## config.mk

```make
export PLATFORM = sky130hd
export DESIGN_NAME = stable_sorted_priority_queue_unit
export DESIGN_NICKNAME = d
export VERILOG_FILES = /design/src/design/sspq_pkg.sv /design/src/design/sspq_store.sv /design/src/design/stable_sorted_priority_queue_unit.sv
export SDC_FILE = /design/constraint.sdc
export NUM_CORES = 2
export LEC_CHECK = 0
export CORE_AREA = 4 4 360 362
export DETAILED_ROUTE_END_ITERATION = 10
export DIE_AREA = 0 0 364 366
export DONT_BUFFER_PORTS = 1
export PLACE_DENSITY = 0.68
export SYNTH_ARGS = -nofsm -noshare
export SYNTH_HDL_FRONTEND = slang
export SYNTH_SLANG_ARGS = --single-unit
```

## constraint.sdc

```tcl
create_clock -name clk -period 7.8 [get_ports clk]
set_input_delay 0.78 -clock clk [delete_from_list [all_inputs] [get_ports clk]]
set_output_delay 0.78 -clock clk [all_outputs]
set_load 0.01 [all_outputs]
```

## src/design/sspq_pkg.sv

```systemverilog
// Shared types and codes for the stable sorted priority queue.
// Used by sspq_store and stable_sorted_priority_queue_unit; no dependencies.
package sspq_pkg;

	// Default number of queue slots
	localparam int DEPTH_DEF = 16;

	// Fixed field widths
	localparam int PRIO_W = 16;
	localparam int TAG_W  = 64;
	localparam int FILL_W = 5;

	// Packed stream widths, rounded up to whole bytes
	localparam int IN_DATA_W  = 80;
	localparam int OUT_DATA_W = 88;

	// Request kinds
	typedef enum logic {
		OP_INSERT = 1'b0,
		OP_REMOVE = 1'b1
	} op_t;

	// Result status codes
	typedef enum logic [1:0] {
		STAT_DONE  = 2'd0,
		STAT_FULL  = 2'd1,
		STAT_EMPTY = 2'd2
	} status_t;

	// One stored queue entry
	typedef struct packed {
		logic signed [PRIO_W-1:0] prio;
		logic [TAG_W-1:0]         tag;
	} entry_t;

endpackage

```

## src/design/sspq_store.sv

```systemverilog
// Entry memory of the priority queue: one write port, one read port with
// registered read data. Depends on sspq_pkg for the entry type.
module sspq_store
	import sspq_pkg::*;
#(
	parameter int QUEUE_DEPTH = DEPTH_DEF,
	parameter int ADDR_W      = $clog2(QUEUE_DEPTH)
) (
	input  logic              clk,
	input  logic              wr_en,
	input  logic [ADDR_W-1:0] wr_addr,
	input  entry_t            wr_data,
	input  logic [ADDR_W-1:0] rd_addr,
	output entry_t            rd_data
);

	entry_t mem_q [QUEUE_DEPTH];
	entry_t rd_data_q;

	// Write one entry
	always_ff @(posedge clk) begin
		if (wr_en) begin
			mem_q[wr_addr] <= wr_data;
		end
	end

	// Read one entry, data valid the next cycle
	always_ff @(posedge clk) begin
		rd_data_q <= mem_q[rd_addr];
	end

	assign rd_data = rd_data_q;

endmodule

```

## src/design/stable_sorted_priority_queue_unit.sv

```systemverilog
// Top level of the stable sorted priority queue: sequencer, head pointer,
// comparator and result register. Depends on sspq_pkg and sspq_store.
//
//  Channel   | Direction | tuser           | tdata
//  s_axis    | in        | op              | priority_req, name_tag
//  m_axis    | out       | status          | out_priority, out_tag, fill_level
//
// A remove reads the head entry (ST_RM_RD, ST_RM_CAP); a flagged request goes straight
// to ST_RESULT; an insert reads and compares each stored entry in turn (ST_INS_RD, ST_INS_CMP):
// every entry greater than the new one moves up a slot, and the first one that is not ends it.
// The walk is paced by the registered read of the single-read-port entry memory
// and the one shared priority comparator walking from the rear.
// Entries sit in a ring; a remove only advances the head pointer.
// Reset clears the count, head pointer, sequencer and result register; the
// memory needs no clearing. A stalled result waits in the output register
// while the next request is taken.
module stable_sorted_priority_queue_unit
	import sspq_pkg::*;
#(
	parameter int QUEUE_DEPTH = DEPTH_DEF
) (
	input  logic                  clk,
	input  logic                  arst_n,
	input  logic                  s_axis_tvalid,
	output logic                  s_axis_tready,
	input  logic [IN_DATA_W-1:0]  s_axis_tdata,  // [15:0] priority_req, [79:16] name_tag
	input  logic                  s_axis_tuser,  // [0] op
	output logic                  m_axis_tvalid,
	input  logic                  m_axis_tready,
	output logic [OUT_DATA_W-1:0] m_axis_tdata,  // [15:0] out_priority, [79:16] out_tag,
	                                             // [84:80] fill_level, [87:85] zero
	output logic [1:0]            m_axis_tuser   // [1:0] status
);

	localparam int ADDR_W = $clog2(QUEUE_DEPTH);
	localparam int CNT_W  = $clog2(QUEUE_DEPTH + 1);

	typedef enum logic [6:0] {
		ST_IDLE    = 7'b0000001,
		ST_INS_RD  = 7'b0000010,
		ST_INS_CMP = 7'b0000100,
		ST_PLACE   = 7'b0001000,
		ST_RM_RD   = 7'b0010000,
		ST_RM_CAP  = 7'b0100000,
		ST_RESULT  = 7'b1000000
	} state_t;

	state_t                   state_q;
	logic [CNT_W-1:0]         count_q;
	logic [CNT_W-1:0]         steps_q;
	logic [ADDR_W-1:0]        head_q;
	logic [ADDR_W-1:0]        wr_ptr_q;
	logic signed [PRIO_W-1:0] key_q;
	logic [TAG_W-1:0]         tag_q;
	status_t                  res_status_q;
	entry_t                   res_entry_q;

	logic                     out_valid_q;
	status_t                  out_status_q;
	entry_t                   out_entry_q;
	logic [FILL_W-1:0]        out_fill_q;

	logic                     in_fire;
	op_t                      in_op;
	logic                     full;
	logic                     empty;
	logic [ADDR_W:0]          tail_sum;
	logic [ADDR_W-1:0]        tail_ptr;
	logic [ADDR_W-1:0]        prev_ptr;
	logic [ADDR_W-1:0]        next_head;
	logic                     mem_wr_en;
	logic [ADDR_W-1:0]        mem_rd_addr;
	entry_t                   mem_wr_data;
	entry_t                   mem_rd_data;
	logic                     shift_up;
	logic                     out_free;

	assign in_fire  = s_axis_tvalid && s_axis_tready;
	assign in_op    = op_t'(s_axis_tuser);
	assign full     = (count_q == CNT_W'(QUEUE_DEPTH));
	assign empty    = (count_q == '0);
	assign out_free = !out_valid_q || m_axis_tready;

	// Ring pointer arithmetic: tail, one slot back, one slot forward
	assign tail_sum  = {1'b0, head_q} + (ADDR_W+1)'(count_q);
	assign tail_ptr  = (tail_sum >= (ADDR_W+1)'(QUEUE_DEPTH)) ?
		ADDR_W'(tail_sum - (ADDR_W+1)'(QUEUE_DEPTH)) : ADDR_W'(tail_sum);
	assign prev_ptr  = (wr_ptr_q == '0) ? ADDR_W'(QUEUE_DEPTH - 1) : wr_ptr_q - 1'b1;
	assign next_head = (head_q == ADDR_W'(QUEUE_DEPTH - 1)) ? '0 : head_q + 1'b1;

	// Shared comparator: stored entry moves up when its priority is greater
	assign shift_up = ($signed(mem_rd_data.prio) > key_q);

	// Memory port control
	always_comb begin
		mem_wr_en   = 1'b0;
		mem_wr_data = mem_rd_data;
		mem_rd_addr = prev_ptr;
		case (state_q)
			ST_INS_CMP: begin
				mem_wr_en = shift_up;
			end
			ST_PLACE: begin
				mem_wr_en        = 1'b1;
				mem_wr_data.prio = key_q;
				mem_wr_data.tag  = tag_q;
			end
			ST_RM_RD: begin
				mem_rd_addr = head_q;
			end
			default: begin
				mem_wr_en = 1'b0;
			end
		endcase
	end

	sspq_store #(
		.QUEUE_DEPTH(QUEUE_DEPTH),
		.ADDR_W     (ADDR_W)
	) u_store (
		.clk    (clk),
		.wr_en  (mem_wr_en),
		.wr_addr(wr_ptr_q),
		.wr_data(mem_wr_data),
		.rd_addr(mem_rd_addr),
		.rd_data(mem_rd_data)
	);

	assign s_axis_tready = (state_q == ST_IDLE);

	// Capture the request payload
	always_ff @(posedge clk) begin
		if (in_fire) begin
			key_q <= s_axis_tdata[PRIO_W-1:0];
			tag_q <= s_axis_tdata[PRIO_W+TAG_W-1:PRIO_W];
		end
	end

	// Sequencer, count and pointers
	always_ff @(posedge clk or negedge arst_n) begin
		if (!arst_n) begin
			state_q      <= ST_IDLE;
			count_q      <= '0;
			steps_q      <= '0;
			head_q       <= '0;
			wr_ptr_q     <= '0;
			res_status_q <= STAT_DONE;
			res_entry_q  <= '0;
		end else begin
			case (state_q)
				ST_IDLE: begin
					if (in_fire) begin
						res_entry_q <= '0;
						if (in_op == OP_INSERT) begin
							if (full) begin
								res_status_q <= STAT_FULL;
								state_q      <= ST_RESULT;
							end else begin
								res_status_q <= STAT_DONE;
								wr_ptr_q     <= tail_ptr;
								steps_q      <= count_q;
								state_q      <= empty ? ST_PLACE : ST_INS_RD;
							end
						end else begin
							if (empty) begin
								res_status_q <= STAT_EMPTY;
								state_q      <= ST_RESULT;
							end else begin
								res_status_q <= STAT_DONE;
								state_q      <= ST_RM_RD;
							end
						end
					end
				end
				ST_INS_RD: begin
					state_q <= ST_INS_CMP;
				end
				ST_INS_CMP: begin
					// Move the greater entry up one slot, or stop the walk
					if (shift_up) begin
						wr_ptr_q <= prev_ptr;
						steps_q  <= steps_q - 1'b1;
						state_q  <= (steps_q == CNT_W'(1)) ? ST_PLACE : ST_INS_RD;
					end else begin
						state_q <= ST_PLACE;
					end
				end
				ST_PLACE: begin
					count_q <= count_q + 1'b1;
					state_q <= ST_RESULT;
				end
				ST_RM_RD: begin
					state_q <= ST_RM_CAP;
				end
				ST_RM_CAP: begin
					res_entry_q <= mem_rd_data;
					head_q      <= next_head;
					count_q     <= count_q - 1'b1;
					state_q     <= ST_RESULT;
				end
				ST_RESULT: begin
					if (out_free) begin
						state_q <= ST_IDLE;
					end
				end
				default: begin
					state_q <= ST_IDLE;
				end
			endcase
		end
	end

	// Hold the result until the downstream side takes it
	always_ff @(posedge clk or negedge arst_n) begin
		if (!arst_n) begin
			out_valid_q <= 1'b0;
		end else if (state_q == ST_RESULT && out_free) begin
			out_valid_q <= 1'b1;
		end else if (m_axis_tready) begin
			out_valid_q <= 1'b0;
		end
	end

	always_ff @(posedge clk) begin
		if (state_q == ST_RESULT && out_free) begin
			out_status_q <= res_status_q;
			out_entry_q  <= res_entry_q;
			out_fill_q   <= FILL_W'(count_q);
		end
	end

	assign m_axis_tvalid = out_valid_q;
	assign m_axis_tuser  = out_status_q;
	assign m_axis_tdata  = {(OUT_DATA_W-PRIO_W-TAG_W-FILL_W)'(0), out_fill_q,
		out_entry_q.tag, out_entry_q.prio};

`ifndef SYNTHESIS
	// Stored entries never exceed the ring size
	assert property (@(posedge clk) disable iff (!arst_n)
		count_q <= CNT_W'(QUEUE_DEPTH))
		else $error("entry count above queue depth");

	// A flagged result carries no entry
	assert property (@(posedge clk) disable iff (!arst_n)
		(m_axis_tvalid && out_status_q != STAT_DONE) |->
		(out_entry_q.prio == '0 && out_entry_q.tag == '0))
		else $error("flagged result carries entry data");

	// A remove on empty reports an empty queue
	assert property (@(posedge clk) disable iff (!arst_n)
		(m_axis_tvalid && out_status_q == STAT_EMPTY) |-> (out_fill_q == '0))
		else $error("empty remove reports nonzero fill level");

	// The walk never runs past the stored entries
	assert property (@(posedge clk) disable iff (!arst_n)
		(state_q == ST_INS_CMP) |-> (steps_q != '0 && steps_q <= count_q))
		else $error("insert walk out of range");
`endif

endmodule

```

# == Yosys cells after proc, flatten, opt, wreduce, memory -nomap -nowiden ==
# Memory sizes are Yosys's and may differ from the RTL's. A register that Yosys moved wholly into a read port is not among the register bits.
# Index checks and enable logic that the tools add are counted.
# word_totals
regBits,275
ramBits,1280
inputBits,85
out_inout_bits,92
elab_cells,90
memories,1
# classes
n_addsub,7
magnitude_cmp,2
n_eq_ne,15
mux,35
n_reduce_logical,15
# mem_list
name,words,width,read_ports,rd_ports_with_merged_regs,wr,line_no,text
u_store.mem_q,16,80,1,1,1,sspq_store.sv:17,entry_t mem_q [QUEUE_DEPTH];
# op_table
cell,n
80-bit two-way mux,2
80-bit one-hot mux with 2 select lines,1
4-bit two-way mux,11
7-bit one-hot mux with 6 select lines,1
7-bit two-way mux,5
5-bit two-way mux,4
5-bit one-hot mux with 2 select lines,2
16-bit greater-than comparator,1
5-bit by 1-bit subtractor with 5-bit output (second input constant),2
2-bit inequality test (second input constant),4
4-bit one-hot mux with 2 select lines,1
2-bit nonzero test,4
4-bit by 1-bit subtractor with 4-bit output (second input constant),2
7-bit by 1-bit == test with 1-bit output (second input constant),1
7-bit by 2-bit == test with 1-bit output (second input constant),1
7-bit by 3-bit == test with 1-bit output (second input constant),1
7-bit by 4-bit == test with 1-bit output (second input constant),1
7-bit by 5-bit == test with 1-bit output (second input constant),1
7-bit by 6-bit == test with 1-bit output (second input constant),1
7-bit == test (second input constant),1
2-bit AND reduction,3
4-bit by 5-bit adder with 5-bit output,1
5-bit by 1-bit adder with 5-bit output (second input constant),1
5-bit by 1-bit == test with 1-bit output (second input constant),1
15 further kinds,21

# == Longest topological paths before layout ==
# logic_depth
depth_word,7
ltp_mapped,12

# == Modules after synthesis ==
# A second synthesis with hierarchy kept.
# unflattened
hier_cells,2933
area_unflattened_um2,60774.5
# modules_own_cells
module,n_inst,cells_each,area_each_um2,seq_area_each_um2
sspq_store,1,2054,49422.4,40038.4
stable_sorted_priority_queue_unit,1,879,11352.1,7718.7

# == Worst setup path before layout ==
# Ideal clock, no wire load.
# synth_path
path_kind,register to register
from,reg key_q[15]
to,"mem u_store.mem_q[12][0] (netlist bit), enable pin"
setup_ns,0.448
arrival_ns,3.985
path_slack_ns,3.367
path_stages_with_launch,11
path_buffers,1
period_less_slack_ns,4.433
path_cell_list,edfxtp_1 > inv_1 > ha_1 > nand4_1 > nor4_1 > a21boi_0 > o31a_1 > o21ai_1 > nand2b_1 > clkbuf_1 > and3_1
# synth_between
elab_chain_len,4
# synth_rtl
item,line_no,text
start: declaration,stable_sorted_priority_queue_unit.sv:53,logic signed [PRIO_W-1:0] key_q;
start signal: assignment,stable_sorted_priority_queue_unit.sv:134,key_q <= s_axis_tdata[PRIO_W-1:0];
16-bit greater-than comparator,stable_sorted_priority_queue_unit.sv:92,assign shift_up = ($signed(mem_rd_data.prio) > key_q);
1-bit one-hot mux with 2 select lines,stable_sorted_priority_queue_unit.sv:99,case (state_q)
1-bit two-way mux,sspq_store.sv:22,if (wr_en) begin
1-bit two-way mux (not written as such),sspq_store.sv:23,mem_q[wr_addr] <= wr_data;
end: declaration,sspq_store.sv:17,
# Every way passes these cells.

# == Worst setup path after layout ==
# layout_path
from,reg key_q[15]
to,"mem u_store.mem_q[15][48] (netlist bit), enable pin"
# The elaborated chain is that of the path after synthesis.

==> results_dict.tcl <==
set metrics [dict create \
    viasPerCell 5.975 \
    drv_cap 0 \
    crit_family "simple AND/OR/NAND/NOR gates" \
    ctsLongestPathBuffers 3 \
    first_global_vias 32460 \
    dr_total_vias 33000 \
    cp-end-kind "flip-flop" \
    crit_arrival_ns 5.34 \
    dr.pass1.iters 6 \
    die_w_um 364 \
    comb_power_share_pct 33.5 \
    syn-cell-area_sq_um 62780 \
    final_cells 5523 \
    max_freq_mhz 201.7 \
    clk_latency_ns 0.78 \
    grt_first_pass_wirelength_um 220500 \
    synth-main-ff-cell "edfxtp_1" \
    hp-class "in2reg" \
    grt_start_max_net_pins 131 \
    root_buffer "clkbuf_16" \
    ir_drop_mv 0.5335 \
    cts_tree "built" \
    post-route-min-period_ns 4.959 \
    p_int_mw 19.03 \
    synth-edff-count 1447 \
    pre_cts_ws_ns 2.997 \
    dp.cells 5209 \
    tightest_slew_ns 1.086 \
    synthCells 3698 \
    status "complete, no violations" \
    nNetsFinal 3830 \
    ant_nets 0 \
    r2r_slack_ns 2.84 \
    use_met2_pct 33.64 \
    critPathMaxStageDelay_ns 0.73 \
    initial_core_util_pct 49.55 \
    grt_use_met1_pct 32.88 \
    required_ns 8.18 \
    max_slew_margin_pct 27.60 \
    slowest_stage "and3_4" \
    io_buffers 0 \
    final-seq-area_sq_um 47760 \
    place_area_sq_um 64510 \
    p_total_mw 29.43 \
    p_sw_share_pct 35.33 \
    path_clk_slew_ns 0.06 \
    design_area_sq_um 69900 \
    final_core_util_pct 55.17 \
    async_flop_share_pct 6.606 \
    die-area_sq_um 133200 \
    use_met3_pct 5.612 \
    synth_warnings 0 \
    timing.final.crit_share_pct 63.57 \
    wire_per_inst_um 27.27 \
    synthToLayoutAreaGrowth_pct 11.35 \
    rsz0062_at_grt "no" \
    ios 177 \
    cts_setup_buffers 0 \
    final_max_slew_viol_count 0 \
    grt_busiest_layer "met2" \
    ys_seq_area_share_pct 76.08 \
    multi_input_area_sq_um 14050 \
    cts.sinks 1635 \
    synth_cell_types 61 \
    final.setup_skew_ns 0.02568 \
    setup_viol 0 \
    place.gp.congestion 0.7757 \
    core-area_sq_um 126700 \
    grt.total_usage_pct 22.35 \
    drc 0 \
    ys_ff_latch 1635 \
    h-tree-depth 4 \
    p_leak_nw 25.06 \
    p_sw_mw 10.40 \
    dp_hpwl_um 84690 \
    cp_max_fo 48 \
    drt_wl_total_um 150600 \
    tns_ns 0 \
    seqPwrFrac_pct 40.1 \
    rows 131 \
    crit_chain "inv_1, ha_1, nand4_1, nor4_1, a21boi_0, o31a_1, o21ai_1, nand2b_1, and3_4, buf_4" \
    post_synth.cell_area_avg_sq_um 16.98 \
    start_kind "flip-flop" \
    powerDensity_nw_per_um2 421.1 \
    numCtsBuffers 163 \
    timing.hold.ws_ns 0.09360 \
    hold_violations 0 \
    fill_cells 9672 \
    fin_ws_ns 2.841 \
    die_y_um 366 \
    drtIter0Drc 3549 \
    crit_type "reg2reg" \
    p_clk_share_pct 26.4 \
    antenna_found_initial 14 \
    drive_above_1_share_pct 10.83 \
    grt_overflow 0 \
    cp_num_buf_inv 2 \
]
-- metal layers --
| metal | vias to the layer above | routed length (um) |
|---|---|---|
| li1 | 14420 | - |
| met1 | 17120 | 66270 |
| met2 | 1285 | 68270 |
| met3 | 184 | 13150 |
| met4 | 0 | 2954 |
| met5 | - | 0 |
-- final cells by class --
| type | count | share of cell area, % |
|---|---|---|
| sequential | 1635 | 68.32 |
| clock inverter | 75 | 1.033 |
| tap | 1662 | 2.975 |
| clock buffer | 228 | 6.598 |
| multi-input combinational | 1824 | 20.10 |
| inverter | 32 | 0.1790 |
| timing repair buffer | 58 | 0.7625 |
| antenna | 9 | 0.03222 |
-- synth_stat cells, drive strengths merged (6+ instances only) --
cell,count,area [sq um]
and3,19,118.9
dfrtp,107,2678
nor3,7,46.30
a21oi,16,80.08
mux2i,643,6436
nor2,13,48.80
nand3,91,468.0
a32oi,81,709.4
inv,32,120.1
nand2,503,1888
ha,29,362.9
nor2b,6,37.54
xnor2,10,87.58
edfxtp,1447,43450
a221o,80,800.8
o31ai,6,50.05
dfxtp,80,1602
clkbuf,105,394.1
o21ai,96,484.2
mux2,82,923.4
buf,104,686.9
a32o,80,800.8
-- sequential cells by signal, indices dropped and copies added, names as in the netlist, 4 cells and up --
signal           cells
u_store.mem_q     1280
m_axis_tdata        80
res_entry_q         80
u_store.rd_data     80
tag_q               64
key_q               16
state_q              7
count_q              5
out_fill_q           5
steps_q              5
head_q               4
wr_ptr_q             4
-- layout by cell type, fill, tap and decap left out, types with 13 or more instances in the layout --
cell type,instances
a21oi_1,16
a221o_1,80
a32o_1,80
a32oi_1,81
and3_4,17
buf_4,50
clkbuf_1,44
clkbuf_16,170
clkbuf_8,14
clkinv_1,22
clkinv_2,23
dfrtp_1,107
dfxtp_1,80
edfxtp_1,1447
ha_1,29
inv_1,29
mux2_2,82
mux2i_1,642
nand2_1,502
nand3_1,89
nor2_1,13
o21ai_1,82
-- final timing paths --
check,startpoint,to,cells past startpoint
worst max-delay path,key_q[15],u_store.mem_q[15][48],10
worst min-delay path,s_axis_tdata[15],key_q[15],0
worst max register to register,key_q[15],u_store.mem_q[15][48],10
worst min register to register,u_store.rd_data[5],res_entry_q[5],2
max in group asynchronous,arst_n,res_entry_q[28],2
min in group asynchronous,arst_n,count_q[3],2
-- power groups by stage --
stage	clock network, mW	registers [mW]	logic [mW]
final	7.77	11.8	9.85
after global routing	8.25	11.9	10.4
after floorplan	0	11.7	6.51
after detailed placement	0	12.0	9.70
after CTS	7.88	11.8	9.78
after global placement	0	12.0	9.60
-- what timing repair did --
action	in CTS	in global routing
hold endpoints to repair	108	0
hold buffers	2	0
gates resized for setup	0	0
-- cells by family (layout without fill, tap and decap cells) --
kind of cell	Yosys count	count (layout)	share of synthesized area [%]
mux	725	725	11.72
flops	1635	1635	76.08
other cells	1	12	0.005974
compound gates	390	390	5.049
fa+ha+maj	31	31	0.6418
buf+inv	241	393	1.913
simple gates	662	662	4.409
xor+xnor	13	13	0.1814
Note: power is estimated with default switching activity, not from simulation.
